$ cat src/pdr_pkg.sv
// ----------------------------------------------------------------------------
// pdr_pkg: shared types and constants
// Field widths, register indexes, the item and state structs and the output
// saturation helper used by the PD drive controller.
// ----------------------------------------------------------------------------
`default_nettype none

package pdr_pkg;

  localparam int unsigned POS_W   = 24;
  localparam int unsigned SPEED_W = 7;
  localparam int unsigned GP_W    = 16;
  localparam int unsigned GD_W    = 17;
  localparam int unsigned TOL_W   = 16;
  localparam int unsigned VEL_W   = 16;
  localparam int unsigned ERR_W   = 26;
  localparam int unsigned CNT_W   = 4;

  localparam int unsigned CFG_IDX_W  = 3;
  localparam int unsigned CFG_DATA_W = 24;
  localparam int unsigned IN_TDATA_W  = 56;
  localparam int unsigned OUT_TDATA_W = 72;

  localparam logic [CNT_W-1:0]   SETTLE_TICKS = 4'd10;
  localparam logic [CNT_W-1:0]   CNT_MAX      = 4'd15;
  localparam logic signed [16:0] FAST_SPEED   = 17'sd10240;  // 40 % in Q8
  localparam logic signed [16:0] MIN_PUSH     = 17'sd512;    // 2 % in Q8
  localparam logic signed [26:0] VEL_LIMIT    = 27'sd25600;

  typedef enum logic [CFG_IDX_W-1:0] {
    REG_TARGET_POS  = 3'd0,
    REG_MAX_SPEED   = 3'd1,
    REG_GAIN_P      = 3'd2,
    REG_GAIN_D      = 3'd3,
    REG_START_SPEED = 3'd4,
    REG_TOLERANCE   = 3'd5,
    REG_HEADING_REF = 3'd6,
    REG_AXIS_MODE   = 3'd7
  } cfg_idx_e;

  typedef struct packed {
    logic signed [POS_W-1:0] target_pos;
    logic [SPEED_W-1:0]      max_speed;
    logic [GP_W-1:0]         gain_p;
    logic [GD_W-1:0]         gain_d;
    logic [SPEED_W-1:0]      start_speed;
    logic [TOL_W-1:0]        tolerance;
    logic signed [POS_W-1:0] heading_ref;
    logic                    axis_mode;
  } cfg_t;

  typedef struct packed {
    logic signed [POS_W-1:0] encoder_pos;
    logic signed [POS_W-1:0] heading;
    logic                    limit_pressed;
    logic                    move_start;
  } in_t;

  typedef struct packed {
    logic signed [VEL_W-1:0] front_left_vel;
    logic signed [VEL_W-1:0] front_right_vel;
    logic signed [VEL_W-1:0] back_left_vel;
    logic signed [VEL_W-1:0] back_right_vel;
    logic                    done_res;
  } res_t;

  typedef struct packed {
    logic signed [ERR_W-1:0] prev_error;
    logic [CNT_W-1:0]        settle_count;
  } st_t;

  function automatic logic signed [VEL_W-1:0] sat_vel(input logic signed [26:0] v);
    logic signed [26:0] r;
    begin
      if (v > VEL_LIMIT) begin
        r = VEL_LIMIT;
      end else if (v < -VEL_LIMIT) begin
        r = -VEL_LIMIT;
      end else begin
        r = v;
      end
      return r[VEL_W-1:0];
    end
  endfunction

endpackage

`default_nettype wire

$ cat src/pdr_cfg.sv
// ----------------------------------------------------------------------------
// pdr_cfg: configuration register file
// Write-only registers, one per index, loaded with their defaults at reset.
// ----------------------------------------------------------------------------
`default_nettype none

module pdr_cfg (
  input  wire logic                             clk,
  input  wire logic                             rst,
  input  wire logic                             cfg_wr_en,
  input  wire logic [pdr_pkg::CFG_IDX_W-1:0]    cfg_index,
  input  wire logic [pdr_pkg::CFG_DATA_W-1:0]   cfg_data,
  output pdr_pkg::cfg_t                         cfg
);

  always_ff @(posedge clk) begin
    if (rst) begin
      cfg.target_pos  <= '0;
      cfg.max_speed   <= 7'd100;
      cfg.gain_p      <= 16'd10158;
      cfg.gain_d      <= 17'd37683;
      cfg.start_speed <= 7'd20;
      cfg.tolerance   <= 16'd5333;
      cfg.heading_ref <= '0;
      cfg.axis_mode   <= 1'b0;
    end else if (cfg_wr_en) begin
      case (pdr_pkg::cfg_idx_e'(cfg_index))
        pdr_pkg::REG_TARGET_POS:  cfg.target_pos  <= cfg_data;
        pdr_pkg::REG_MAX_SPEED:   cfg.max_speed   <= cfg_data[pdr_pkg::SPEED_W-1:0];
        pdr_pkg::REG_GAIN_P:      cfg.gain_p      <= cfg_data[pdr_pkg::GP_W-1:0];
        pdr_pkg::REG_GAIN_D:      cfg.gain_d      <= cfg_data[pdr_pkg::GD_W-1:0];
        pdr_pkg::REG_START_SPEED: cfg.start_speed <= cfg_data[pdr_pkg::SPEED_W-1:0];
        pdr_pkg::REG_TOLERANCE:   cfg.tolerance   <= cfg_data[pdr_pkg::TOL_W-1:0];
        pdr_pkg::REG_HEADING_REF: cfg.heading_ref <= cfg_data;
        pdr_pkg::REG_AXIS_MODE:   cfg.axis_mode   <= cfg_data[0];
        default: ;
      endcase
    end
  end

endmodule

`default_nettype wire

$ cat src/pdr_calc.sv
// ----------------------------------------------------------------------------
// pdr_calc: PD speed, ramp cap and wheel mixing
// Combinational datapath for one tick: error, PD sum, ramp cap, heading
// correction, mecanum mix, settle counting and stop conditions.
// ----------------------------------------------------------------------------
`default_nettype none

module pdr_calc (
  input  wire pdr_pkg::cfg_t cfg,
  input  wire pdr_pkg::in_t  item,
  input  wire pdr_pkg::st_t  st,
  output pdr_pkg::res_t      res,
  output pdr_pkg::st_t       st_next
);

  logic signed [25:0] prev_eff;
  logic [3:0]         cnt_eff;
  logic signed [24:0] err;
  logic signed [26:0] diff;
  logic signed [41:0] p_term;
  logic signed [44:0] d_term;
  logic signed [45:0] pd;
  logic [45:0]        pd_abs;
  logic [23:0]        aenc;
  logic [39:0]        ramp_prod;
  logic [16:0]        ramp;
  logic [6:0]         cap;
  logic               over;
  logic signed [16:0] cap_q8;
  logic signed [45:0] pd_rnd;
  logic signed [45:0] pd_sh;
  logic signed [16:0] push;
  logic signed [16:0] speed;
  logic               fast;
  logic signed [24:0] corr;
  logic signed [25:0] corr2;
  logic signed [26:0] speed_x;
  logic signed [26:0] corr_x;
  logic signed [15:0] pos_v;
  logic signed [15:0] neg_v;
  logic signed [25:0] err_x;
  logic signed [25:0] tol_x;
  logic               in_band;
  logic [3:0]         cnt_upd;
  logic               settled;
  logic               limit_stop;

  always_comb begin
    // a move start wipes the history before this tick uses it
    prev_eff = item.move_start ? '0 : st.prev_error;
    cnt_eff  = item.move_start ? '0 : st.settle_count;

    err    = {cfg.target_pos[23], cfg.target_pos} + {item.encoder_pos[23], item.encoder_pos};
    diff   = {{2{err[24]}}, err} - {prev_eff[25], prev_eff};
    p_term = err * $signed({1'b0, cfg.gain_p});
    d_term = diff * $signed({1'b0, cfg.gain_d});
    pd     = {{4{p_term[41]}}, p_term} + {d_term[44], d_term};
    pd_abs = pd[45] ? 46'(-pd) : 46'(pd);

    // ramp cap in whole percent
    aenc      = item.encoder_pos[23] ? (~item.encoder_pos + 24'd1) : item.encoder_pos;
    ramp_prod = aenc * cfg.gain_p;
    ramp      = {1'b0, ramp_prod[39:24]} + {10'd0, cfg.start_speed};
    cap       = (ramp > {10'd0, cfg.max_speed}) ? cfg.max_speed : ramp[6:0];

    over   = pd_abs > {15'd0, cap, 24'd0};
    cap_q8 = {2'b00, cap, 8'd0};
    push   = cfg.target_pos[23] ? -pdr_pkg::MIN_PUSH : pdr_pkg::MIN_PUSH;
    pd_rnd = pd + 46'sd32768;
    pd_sh  = pd_rnd >>> 16;
    if (over) begin
      speed = cfg.target_pos[23] ? -cap_q8 : cap_q8;
    end else begin
      speed = pd_sh[16:0] + push;
    end

    fast  = (speed >= pdr_pkg::FAST_SPEED) || (speed <= -pdr_pkg::FAST_SPEED);
    corr  = {item.heading[23], item.heading} - {cfg.heading_ref[23], cfg.heading_ref};
    corr2 = fast ? {corr, 1'b0} : {corr[24], corr};

    speed_x = {{10{speed[16]}}, speed};
    corr_x  = {corr2[25], corr2};
    pos_v   = pdr_pkg::sat_vel(speed_x - corr_x);
    neg_v   = pdr_pkg::sat_vel(-speed_x - corr_x);

    err_x   = {err[24], err};
    tol_x   = {10'd0, cfg.tolerance};
    in_band = (err_x < tol_x) && (err_x > -tol_x);
    if (!in_band) begin
      cnt_upd = '0;
    end else if (cnt_eff == pdr_pkg::CNT_MAX) begin
      cnt_upd = pdr_pkg::CNT_MAX;
    end else begin
      cnt_upd = cnt_eff + 4'd1;
    end
    settled = cnt_upd > pdr_pkg::SETTLE_TICKS;

    // limit switch only stops a forward move in the forward/back pattern
    limit_stop = !cfg.axis_mode && item.limit_pressed && !cfg.target_pos[23]
                 && (cfg.target_pos != '0);

    if (limit_stop) begin
      st_next.prev_error   = prev_eff;
      st_next.settle_count = cnt_eff;
    end else begin
      st_next.prev_error   = err_x;
      st_next.settle_count = cnt_upd;
    end

    if (limit_stop || settled) begin
      res.front_left_vel  = '0;
      res.front_right_vel = '0;
      res.back_left_vel   = '0;
      res.back_right_vel  = '0;
      res.done_res        = 1'b1;
    end else if (!cfg.axis_mode) begin
      res.front_left_vel  = pos_v;
      res.front_right_vel = neg_v;
      res.back_left_vel   = pos_v;
      res.back_right_vel  = neg_v;
      res.done_res        = 1'b0;
    end else begin
      res.front_left_vel  = pos_v;
      res.front_right_vel = pos_v;
      res.back_left_vel   = neg_v;
      res.back_right_vel  = neg_v;
      res.done_res        = 1'b0;
    end
  end

endmodule

`default_nettype wire

$ cat src/pd_drive_with_ramp_cap.sv
// ----------------------------------------------------------------------------
// pd_drive_with_ramp_cap: PD drive controller with acceleration ramp cap
// One sensor sample in, four mecanum wheel velocities and a done flag out.
// ----------------------------------------------------------------------------
// Pipeline: a sample passes the input register, then the result register.
// Throughput: one sample per cycle while the result sink is ready; the tick
//   history updates in the same cycle as the single-pass datapath, so
//   consecutive samples never wait on it.
// Reset: configuration returns to its defaults, previous error and settle
//   count clear to zero, both pipeline registers empty.
`default_nettype none

module pd_drive_with_ramp_cap (
  input  wire logic                               clk,
  input  wire logic                               rst,
  input  wire logic                               s_tvalid,
  output logic                                    s_tready,
  // encoder_pos[23:0], heading[47:24], limit_pressed[48], move_start[49], zero pad
  input  wire logic [pdr_pkg::IN_TDATA_W-1:0]     s_tdata,
  output logic                                    m_tvalid,
  input  wire logic                               m_tready,
  // front_left_vel[15:0], front_right_vel[31:16], back_left_vel[47:32],
  // back_right_vel[63:48], done_res[64], zero pad
  output logic [pdr_pkg::OUT_TDATA_W-1:0]         m_tdata,
  input  wire logic                               cfg_wr_en,
  input  wire logic [pdr_pkg::CFG_IDX_W-1:0]      cfg_index,
  input  wire logic [pdr_pkg::CFG_DATA_W-1:0]     cfg_data
);

  pdr_pkg::cfg_t cfg;
  pdr_pkg::in_t  s1;
  logic          s1_v;
  pdr_pkg::res_t res;
  pdr_pkg::res_t o_data;
  logic          o_v;
  pdr_pkg::st_t  st;
  pdr_pkg::st_t  st_next;
  logic          adv;

  pdr_cfg u_cfg (
    .clk       (clk),
    .rst       (rst),
    .cfg_wr_en (cfg_wr_en),
    .cfg_index (cfg_index),
    .cfg_data  (cfg_data),
    .cfg       (cfg)
  );

  pdr_calc u_calc (
    .cfg     (cfg),
    .item    (s1),
    .st      (st),
    .res     (res),
    .st_next (st_next)
  );

  // input stage moves on whenever the result register is free or draining
  assign adv      = s1_v && (!o_v || m_tready);
  assign s_tready = !s1_v || adv;

  always_ff @(posedge clk) begin
    if (rst) begin
      s1_v <= 1'b0;
      o_v  <= 1'b0;
      st   <= '0;
    end else begin
      if (s_tready) begin
        s1_v <= s_tvalid;
      end
      if (adv) begin
        o_v <= 1'b1;
        st  <= st_next;
      end else if (m_tready) begin
        o_v <= 1'b0;
      end
    end
  end

  always_ff @(posedge clk) begin
    if (s_tvalid && s_tready) begin
      s1.encoder_pos   <= s_tdata[23:0];
      s1.heading       <= s_tdata[47:24];
      s1.limit_pressed <= s_tdata[48];
      s1.move_start    <= s_tdata[49];
    end
    if (adv) begin
      o_data <= res;
    end
  end

  assign m_tvalid = o_v;
  assign m_tdata  = {7'd0, o_data.done_res, o_data.back_right_vel, o_data.back_left_vel,
                     o_data.front_right_vel, o_data.front_left_vel};

`ifndef SYNTHESIS
  a_done_zero: assert property (@(posedge clk) disable iff (rst)
    (o_v && o_data.done_res) |-> (o_data.front_left_vel == '0 &&
      o_data.front_right_vel == '0 && o_data.back_left_vel == '0 &&
      o_data.back_right_vel == '0))
    else $error("done transfer with non-zero wheel velocity");

  a_vel_range: assert property (@(posedge clk) disable iff (rst)
    o_v |-> (o_data.front_left_vel <= 16'sd25600 && o_data.front_left_vel >= -16'sd25600 &&
             o_data.back_right_vel <= 16'sd25600 && o_data.back_right_vel >= -16'sd25600))
    else $error("wheel velocity outside saturation range");

  a_full_stall: assert property (@(posedge clk) disable iff (rst)
    (s1_v && o_v && !m_tready) |-> !s_tready)
    else $error("sample taken while both stages full and stalled");

  a_state_hold: assert property (@(posedge clk) disable iff (rst)
    (!rst && !adv) |=> ($stable(st.prev_error) && $stable(st.settle_count)))
    else $error("tick history changed without a sample advancing");
`endif

endmodule

`default_nettype wire

$ cat config.mk
export PLATFORM = sky130hd
export DESIGN_NAME = pd_drive_with_ramp_cap
export DESIGN_NICKNAME = d
export VERILOG_FILES = /design/src/pdr_pkg.sv /design/src/pdr_cfg.sv /design/src/pdr_calc.sv /design/src/pd_drive_with_ramp_cap.sv
export SDC_FILE = /design/constraint.sdc
export NUM_CORES = 2
export LEC_CHECK = 0
export ABC_AREA = 0
export BUFFER_PORTS_ARGS = -buffer_cell sky130_fd_sc_hd__buf_2
export CAP_MARGIN = 15
export CORE_MARGIN = 2
export CORE_UTILIZATION = 40
export CTS_CLUSTER_DIAMETER = 150
export DETAILED_ROUTE_END_ITERATION = 8
export PLACE_DENSITY = 0.62
export SLEW_MARGIN = 0
export SYNTH_ARGS = -nofsm -noshare
export SYNTH_HDL_FRONTEND = slang
export SYNTH_SLANG_ARGS = --single-unit
$ cat constraint.sdc
create_clock -name clk -period 39.8 [get_ports clk]
set_input_delay 5.97 -clock clk [delete_from_list [all_inputs] [get_ports clk]]
set_output_delay 5.97 -clock clk [all_outputs]
set_load 0.02 [all_outputs]
# Word level (Yosys, flattened, before mapping)
# Index checks and enable logic that the tools add are counted.
# Widths: inputs -> output; s select.
# totals
n_memories	0
word_cells	103
output_inout_bits	74
latch_bits	0
mem_bits_ro	0
in_bits	88
ff_bits	259
ramBits	0
# op_classes
shift	0
div	0
n_addsub	15
n_bitwise	1
multipliers	3
magnitude_cmp	11
n_eq_ne	8
reduce_logical	25
mux	19
# op_table
cell	n
$mux 16	4
$gt 27x16->1 const B	2
$lt 27x16->1 const B	2
$mux 17	3
$mux 49	1
$add 42x45->46	1
$gt 46x31->1	1
$mux 46	1
$neg 46->46	1
$mul 27x18->45	1
$mul 25x17->42	1
$mul 24x16->40	1
$add 33x17->33 const B	1
$mux 30	1
$neg 17->27	1
$sub 17x26->27	1
$sub 25x26->27	1
$sub 27x26->27	1
$gt 25x26->1	1
$mux 26	1
$neg 16->26	1
$add 24x24->25	1
$lt 25x17->1	1
$mux 25	1
26 further kinds	51

# Depth between registers and ports, before layout
# depth
depth_word	18
ltp_mapped	102
ltp_nobuf	94

# Modules after synthesis
# Synthesis repeated with hierarchy kept, for this count alone.
# hier_totals
hier_cells	7687
area_unflattened_um2	67060.6
# modules_own_cells
mod	area_per_inst_um2	seq_area_each_um2	cells_per_inst	instances
pdr_calc	57607.8	0.0	7003	1
pd_drive_with_ramp_cap	4967.3	4093.9	263	1
pdr_cfg	4485.6	2242.2	421	1

# Worst setup path after synthesis
# OpenSTA, ideal clock, no wires.
# synth_path
path_kind	reg-to-reg
from	register u_cfg.cfg[88] (netlist name)
to	register o_data, in the netlist m_tdata[17] (data pin)
stages_incl_launch_ff	98
n_path_buf	8
setup_slack_ns	18.918
t_arrival_ns	20.725
setup_ns	0.156
required_time_ns	39.644
period_less_slack_ns	20.882
path_cell_list	dfxtp_1 ha_1 inv_1 fa_1 nor2b_1 o21ai_0 a21boi_0 o21ai_0 a21boi_0 o21ai_0 a21boi_0 o21ai_0 nand2_1 xor2_1 clkbuf_1 ha_1 a21boi_0 o21ai_0 (+62 left out) o21bai_1 a21oi_1 o21bai_1 a21oi_1 o21bai_1 a21oi_1 o21ai_0 nor4_1 nor3_1 a221o_1 o41ai_1 o21bai_1 a21oi_1 xnor2_1 o31a_1 nor2_1 nand3_1 o22ai_1
# synth_via
elab_chain_len	16
word_cells_on_any_way	35
classes_between	add/sub (9); mul (2); order compare (10); mux (9); reduce/logical (5)
# synth_rtl
item	line	text
$add 24x24->25	pdr_calc.sv:53	err = {cfg.target_pos[23], cfg.target_pos} + {item.encoder_pos[23], item.encoder_pos};
$sub 25x26->27	pdr_calc.sv:54	diff = {{2{err[24]}}, err} - {prev_eff[25], prev_eff};
$mul 27x18->45	pdr_calc.sv:56	d_term = diff * $signed({1'b0, cfg.gain_d});
$add 42x45->46	pdr_calc.sv:57	pd = {{4{p_term[41]}}, p_term} + {d_term[44], d_term};
$neg 46->46	pdr_calc.sv:58	pd_abs = pd[45] ? 46'(-pd) : 46'(pd);
$mux 46	pdr_calc.sv:58	
$gt 46x31->1	pdr_calc.sv:66	over = pd_abs > {15'd0, cap, 24'd0};
$mux 17	pdr_calc.sv:71	if (over) begin
$ge 17x15->1 or $le 17x15->1 (tied branches)	pdr_calc.sv:77	fast = (speed >= pdr_pkg::FAST_SPEED) || (speed <= -pdr_pkg::FAST_SPEED);
$logic_or 1x1->1	pdr_calc.sv:77	
$mux 25	pdr_calc.sv:79	corr2 = fast ? {corr, 1'b0} : {corr[24], corr};
$sub 27x26->27 or $sub 17x26->27 (tied branches)	pdr_calc.sv:84, pdr_calc.sv:83	
$lt 27x16->1	pdr_pkg.sv:77	end else if (v < -VEL_LIMIT) begin
$mux 16	pdr_pkg.sv:77	
$mux 16	pdr_pkg.sv:75	if (v > VEL_LIMIT) begin
$mux 49	pdr_calc.sv:116	end else if (!cfg.axis_mode) begin
end signal: assignment	pd_drive_with_ramp_cap.sv:87	o_data <= res;
end: declaration	pd_drive_with_ramp_cap.sv:34	pdr_pkg::res_t o_data;
# Several ways; a longest one is shown, not always the timed one.
# A chain may end at the register's enable or synchronous reset.

# Worst setup path after layout
# layout_path
from	register s1[26] (netlist name)
to	register o_data, in the netlist m_tdata[35] (data pin)
# layout_via
elab_chain_len	18
word_cells_on_any_way	42
classes_between	add/sub (12); mul (3); order compare (11); mux (12); bitwise (1); reduce/logical (3)
# layout_rtl
item	line	text
start: declaration	pd_drive_with_ramp_cap.sv:31	pdr_pkg::in_t s1;
branches (longest 18 deep; another with $add 42x45->46)	n/a	
# Several ways; the timed one is not identified.

==> run_results.csv <==
group,metric,value,unit
floorplan,ios,162,
floorplan,die_area,167000,sq um
clock_network,cts_tree,"done",
grt,grt_pass1_wl,307,mm
timing,period_share,0.640,
timing,max_freq,39.3,MHz
timing,drv_slew,0,
layout,final_common_cell,"inv_1",
routing,wl,192,mm
grt,antenna_found_initial,6,
floorplan,die_y,409,microns
synth,syn_area,65500,sq um
timing,setup_viol,0,
synth,synthCells,7570,
layout,final_cell_mix,"inv_1 (1,510), fa_1 (1,237), nand2_1 (1,091)",
grt,grtUsageTotal,0.233,
clock_network,clock-sinks,259,
timing,finalSetupTns,0,ns
layout,fin_area,69700,sq um
floorplan,coreArea,163000,sq um
placed_design,gp_congestion,0.924,
synth,synth_cell_types,113,
clock_network,htreeDepth,1,
setup_path,cp_max_fo,29,
timing,finClkSkew,0.0198,ns
clock_network,cts_hold_buf,0,
clock_network,clk_pin_slew_worst_paths,0.07,ns
routing,drc_errors,0,
layout,drive_gt1_frac,0.0601,
synth,synthFlopType,"dfxtp_1",
clock_network,ctsLongestPathBuffers,3,
routing,first_iter_violations,3572,
setup_path,crit_buf_inv,9,
routing,dr.pass1.iters,6,
clock_network,worstSkewPairLatency,0.61,ns
routing,vias_per_cell,5.37,
setup_path,path_class,"reg -> reg",
timing,slew_headroom,0.173,
routing,wl_per_cell,19.8,microns
timing,tightest_slew,1.21,ns
synth,yosysSeqAreaShare,0.0967,
placed_design,hpwl,155,mm
grt,grt_pass1_vias,54775,
outcome,status,"completed",
layout,layout.nets,9364,
layout,syn2layout_area_growth,6.41,%
synth,async_flop_share,0,
setup_path,timing.critical_path.from_type,"register",
setup_path,worstPathRequired,40.22,ns
placed_design,port_buffers,148,
synth,synth.avg_cell_area,8.66,sq um
clock_network,cts_resized,0,
setup_path,slowest_stage,"fa_1",
floorplan,start_util,0.403,
setup_path,critPathArrivalTime,25.88,ns
floorplan,rows,148,
placed_design,place_area,68800,sq um
clock_network,cts_root_buf,"clkbuf_16",
timing,min_period,25.46,ns
setup_path,critPathMaxStageDelay,1.20,ns
layout,nFillCells,16111,
synth,yosys_warnings,0,
timing,final-hold-violation-count,0,
min_path,hold_path_class,"reg -> reg",
synth,synth_edf_count,115,
setup_path,cp_top_family,"compound AO/OA/AOI/OAI gates",
routing,route.vias.total,52130,
flow_run,drv_cap,0,
clock_network,cts_made_buffers,26,
floorplan,die_w,409,microns
timing,rsz0062_at_grt,"no",
setup_path,critPathCaptureType,"register",
synth,ys_ff_latch,259,
clock_network,post_cts_buffers,0,
grt,grt_start_max_net_pins,100,
routing,antenna_left,0,
grt,grt_remaining_overflow,0,
==> cell type report <==
class	instances	area [sq um]	share of cell area
multi-input cells	5455	52400	0.752
flip-flops and latches	259	6360	0.0912
inverters	1511	5670	0.0813
well taps	2175	2720	0.0390
repair buffers	265	1620	0.0233
clock buffers	36	792	0.0114
clock inverters	12	138	0.00197
diodes	3	7.51	0.000108
==> registers in the layout, summed over array words and instances, names as in the netlist <==
register	flops
m_tvalid	1
u_cfg.cfg	112
s1_v	1
m_tdata	65
st	30
s1	50
==> Yosys cell counts (12+ instances only) <==
master	n	area [sq um]
a211o_1	19	166
a211oi_1	47	353
a21boi_0	27	203
a21o_1	58	435
a21oi_1	273	1370
a22oi_1	31	233
a31oi_1	28	175
and2_1	500	3130
and3_1	34	213
and4_1	12	105
buf_2	14	70.1
buf_4	18	135
clkbuf_1	302	1130
dfxtp_1	144	2880
edfxtp_1	115	3450
fa_1	1237	24800
ha_1	521	6520
inv_1	1510	5670
mux2i_1	62	621
nand2_1	1091	4100
nand2b_1	69	432
nand3_1	90	450
nand3b_1	31	233
nand4_1	51	319
nor2_1	301	1130
nor2b_1	90	563
nor3_1	77	385
nor3b_1	12	90.1
nor4_1	30	188
o211ai_1	22	165
o21a_1	41	308
o21ai_0	159	796
o21ai_1	15	75.1
o21bai_1	27	203
o22ai_1	25	156
o31ai_1	23	173
or2_2	13	81.3
or3_1	26	163
xnor2_1	161	1410
xor2_1	44	385
==> path summary, 6_finish.rpt <==
| check | start | endpoint | slack, ns | cells after the start |
|---|---|---|---|---|
| worst max-delay path | s1[26] | m_tdata[35] | 14.34 | 86 |
| worst min-delay path | u_cfg.cfg[19] | u_cfg.cfg[19] | 0.46 | 2 |
| worst max register to register | s1[26] | m_tdata[35] | 14.34 | 86 |
| worst min register to register | u_cfg.cfg[19] | u_cfg.cfg[19] | 0.46 | 2 |
==> metrics by stage <==
step                cells  utilization  hold WS (ns)  worst slack, ns
floorplan            7576            -         0.436            18.92
global placement     9664        0.423         0.440            15.28
detailed placement   9664        0.423         0.447            14.96
CTS                  9712        0.428         0.457            14.86
global route         9715        0.428         0.467            12.51
finish               9716        0.428         0.456            14.34
==> per-layer routing <==
layer  wire, microns  vias to the layer above  global-route usage
li1                -                    23478                   -
met1           79300                    26576               0.304
met2           92500                     1750               0.399
met3           12500                      324              0.0267
met4            7660                        2              0.0828
met5              13                        -                   0
==> cell families after synthesis <==
| family | share of synthesized area |
|---|---|
| and+or+nand+nor | 0.184 |
| DFF | 0.0967 |
| muxes | 0.0114 |
| other | 0.0000572 |
| adders and majority gates | 0.477 |
| xor gates and xnor gates | 0.0281 |
| AOI/OAI and AO/OA | 0.0937 |
| buffers and inverters | 0.109 |
==> tightest hold or removal path, delay by kind of cell (launching register included) <==
family,cells,cell delay (ns)
simple gates,1,0.05
compound gates,1,0.05
flops,1,0.31
Power is left out: the tool's default activity adds up to more than one toggle a clock period on the data nets, which glitch-free logic cannot reach.
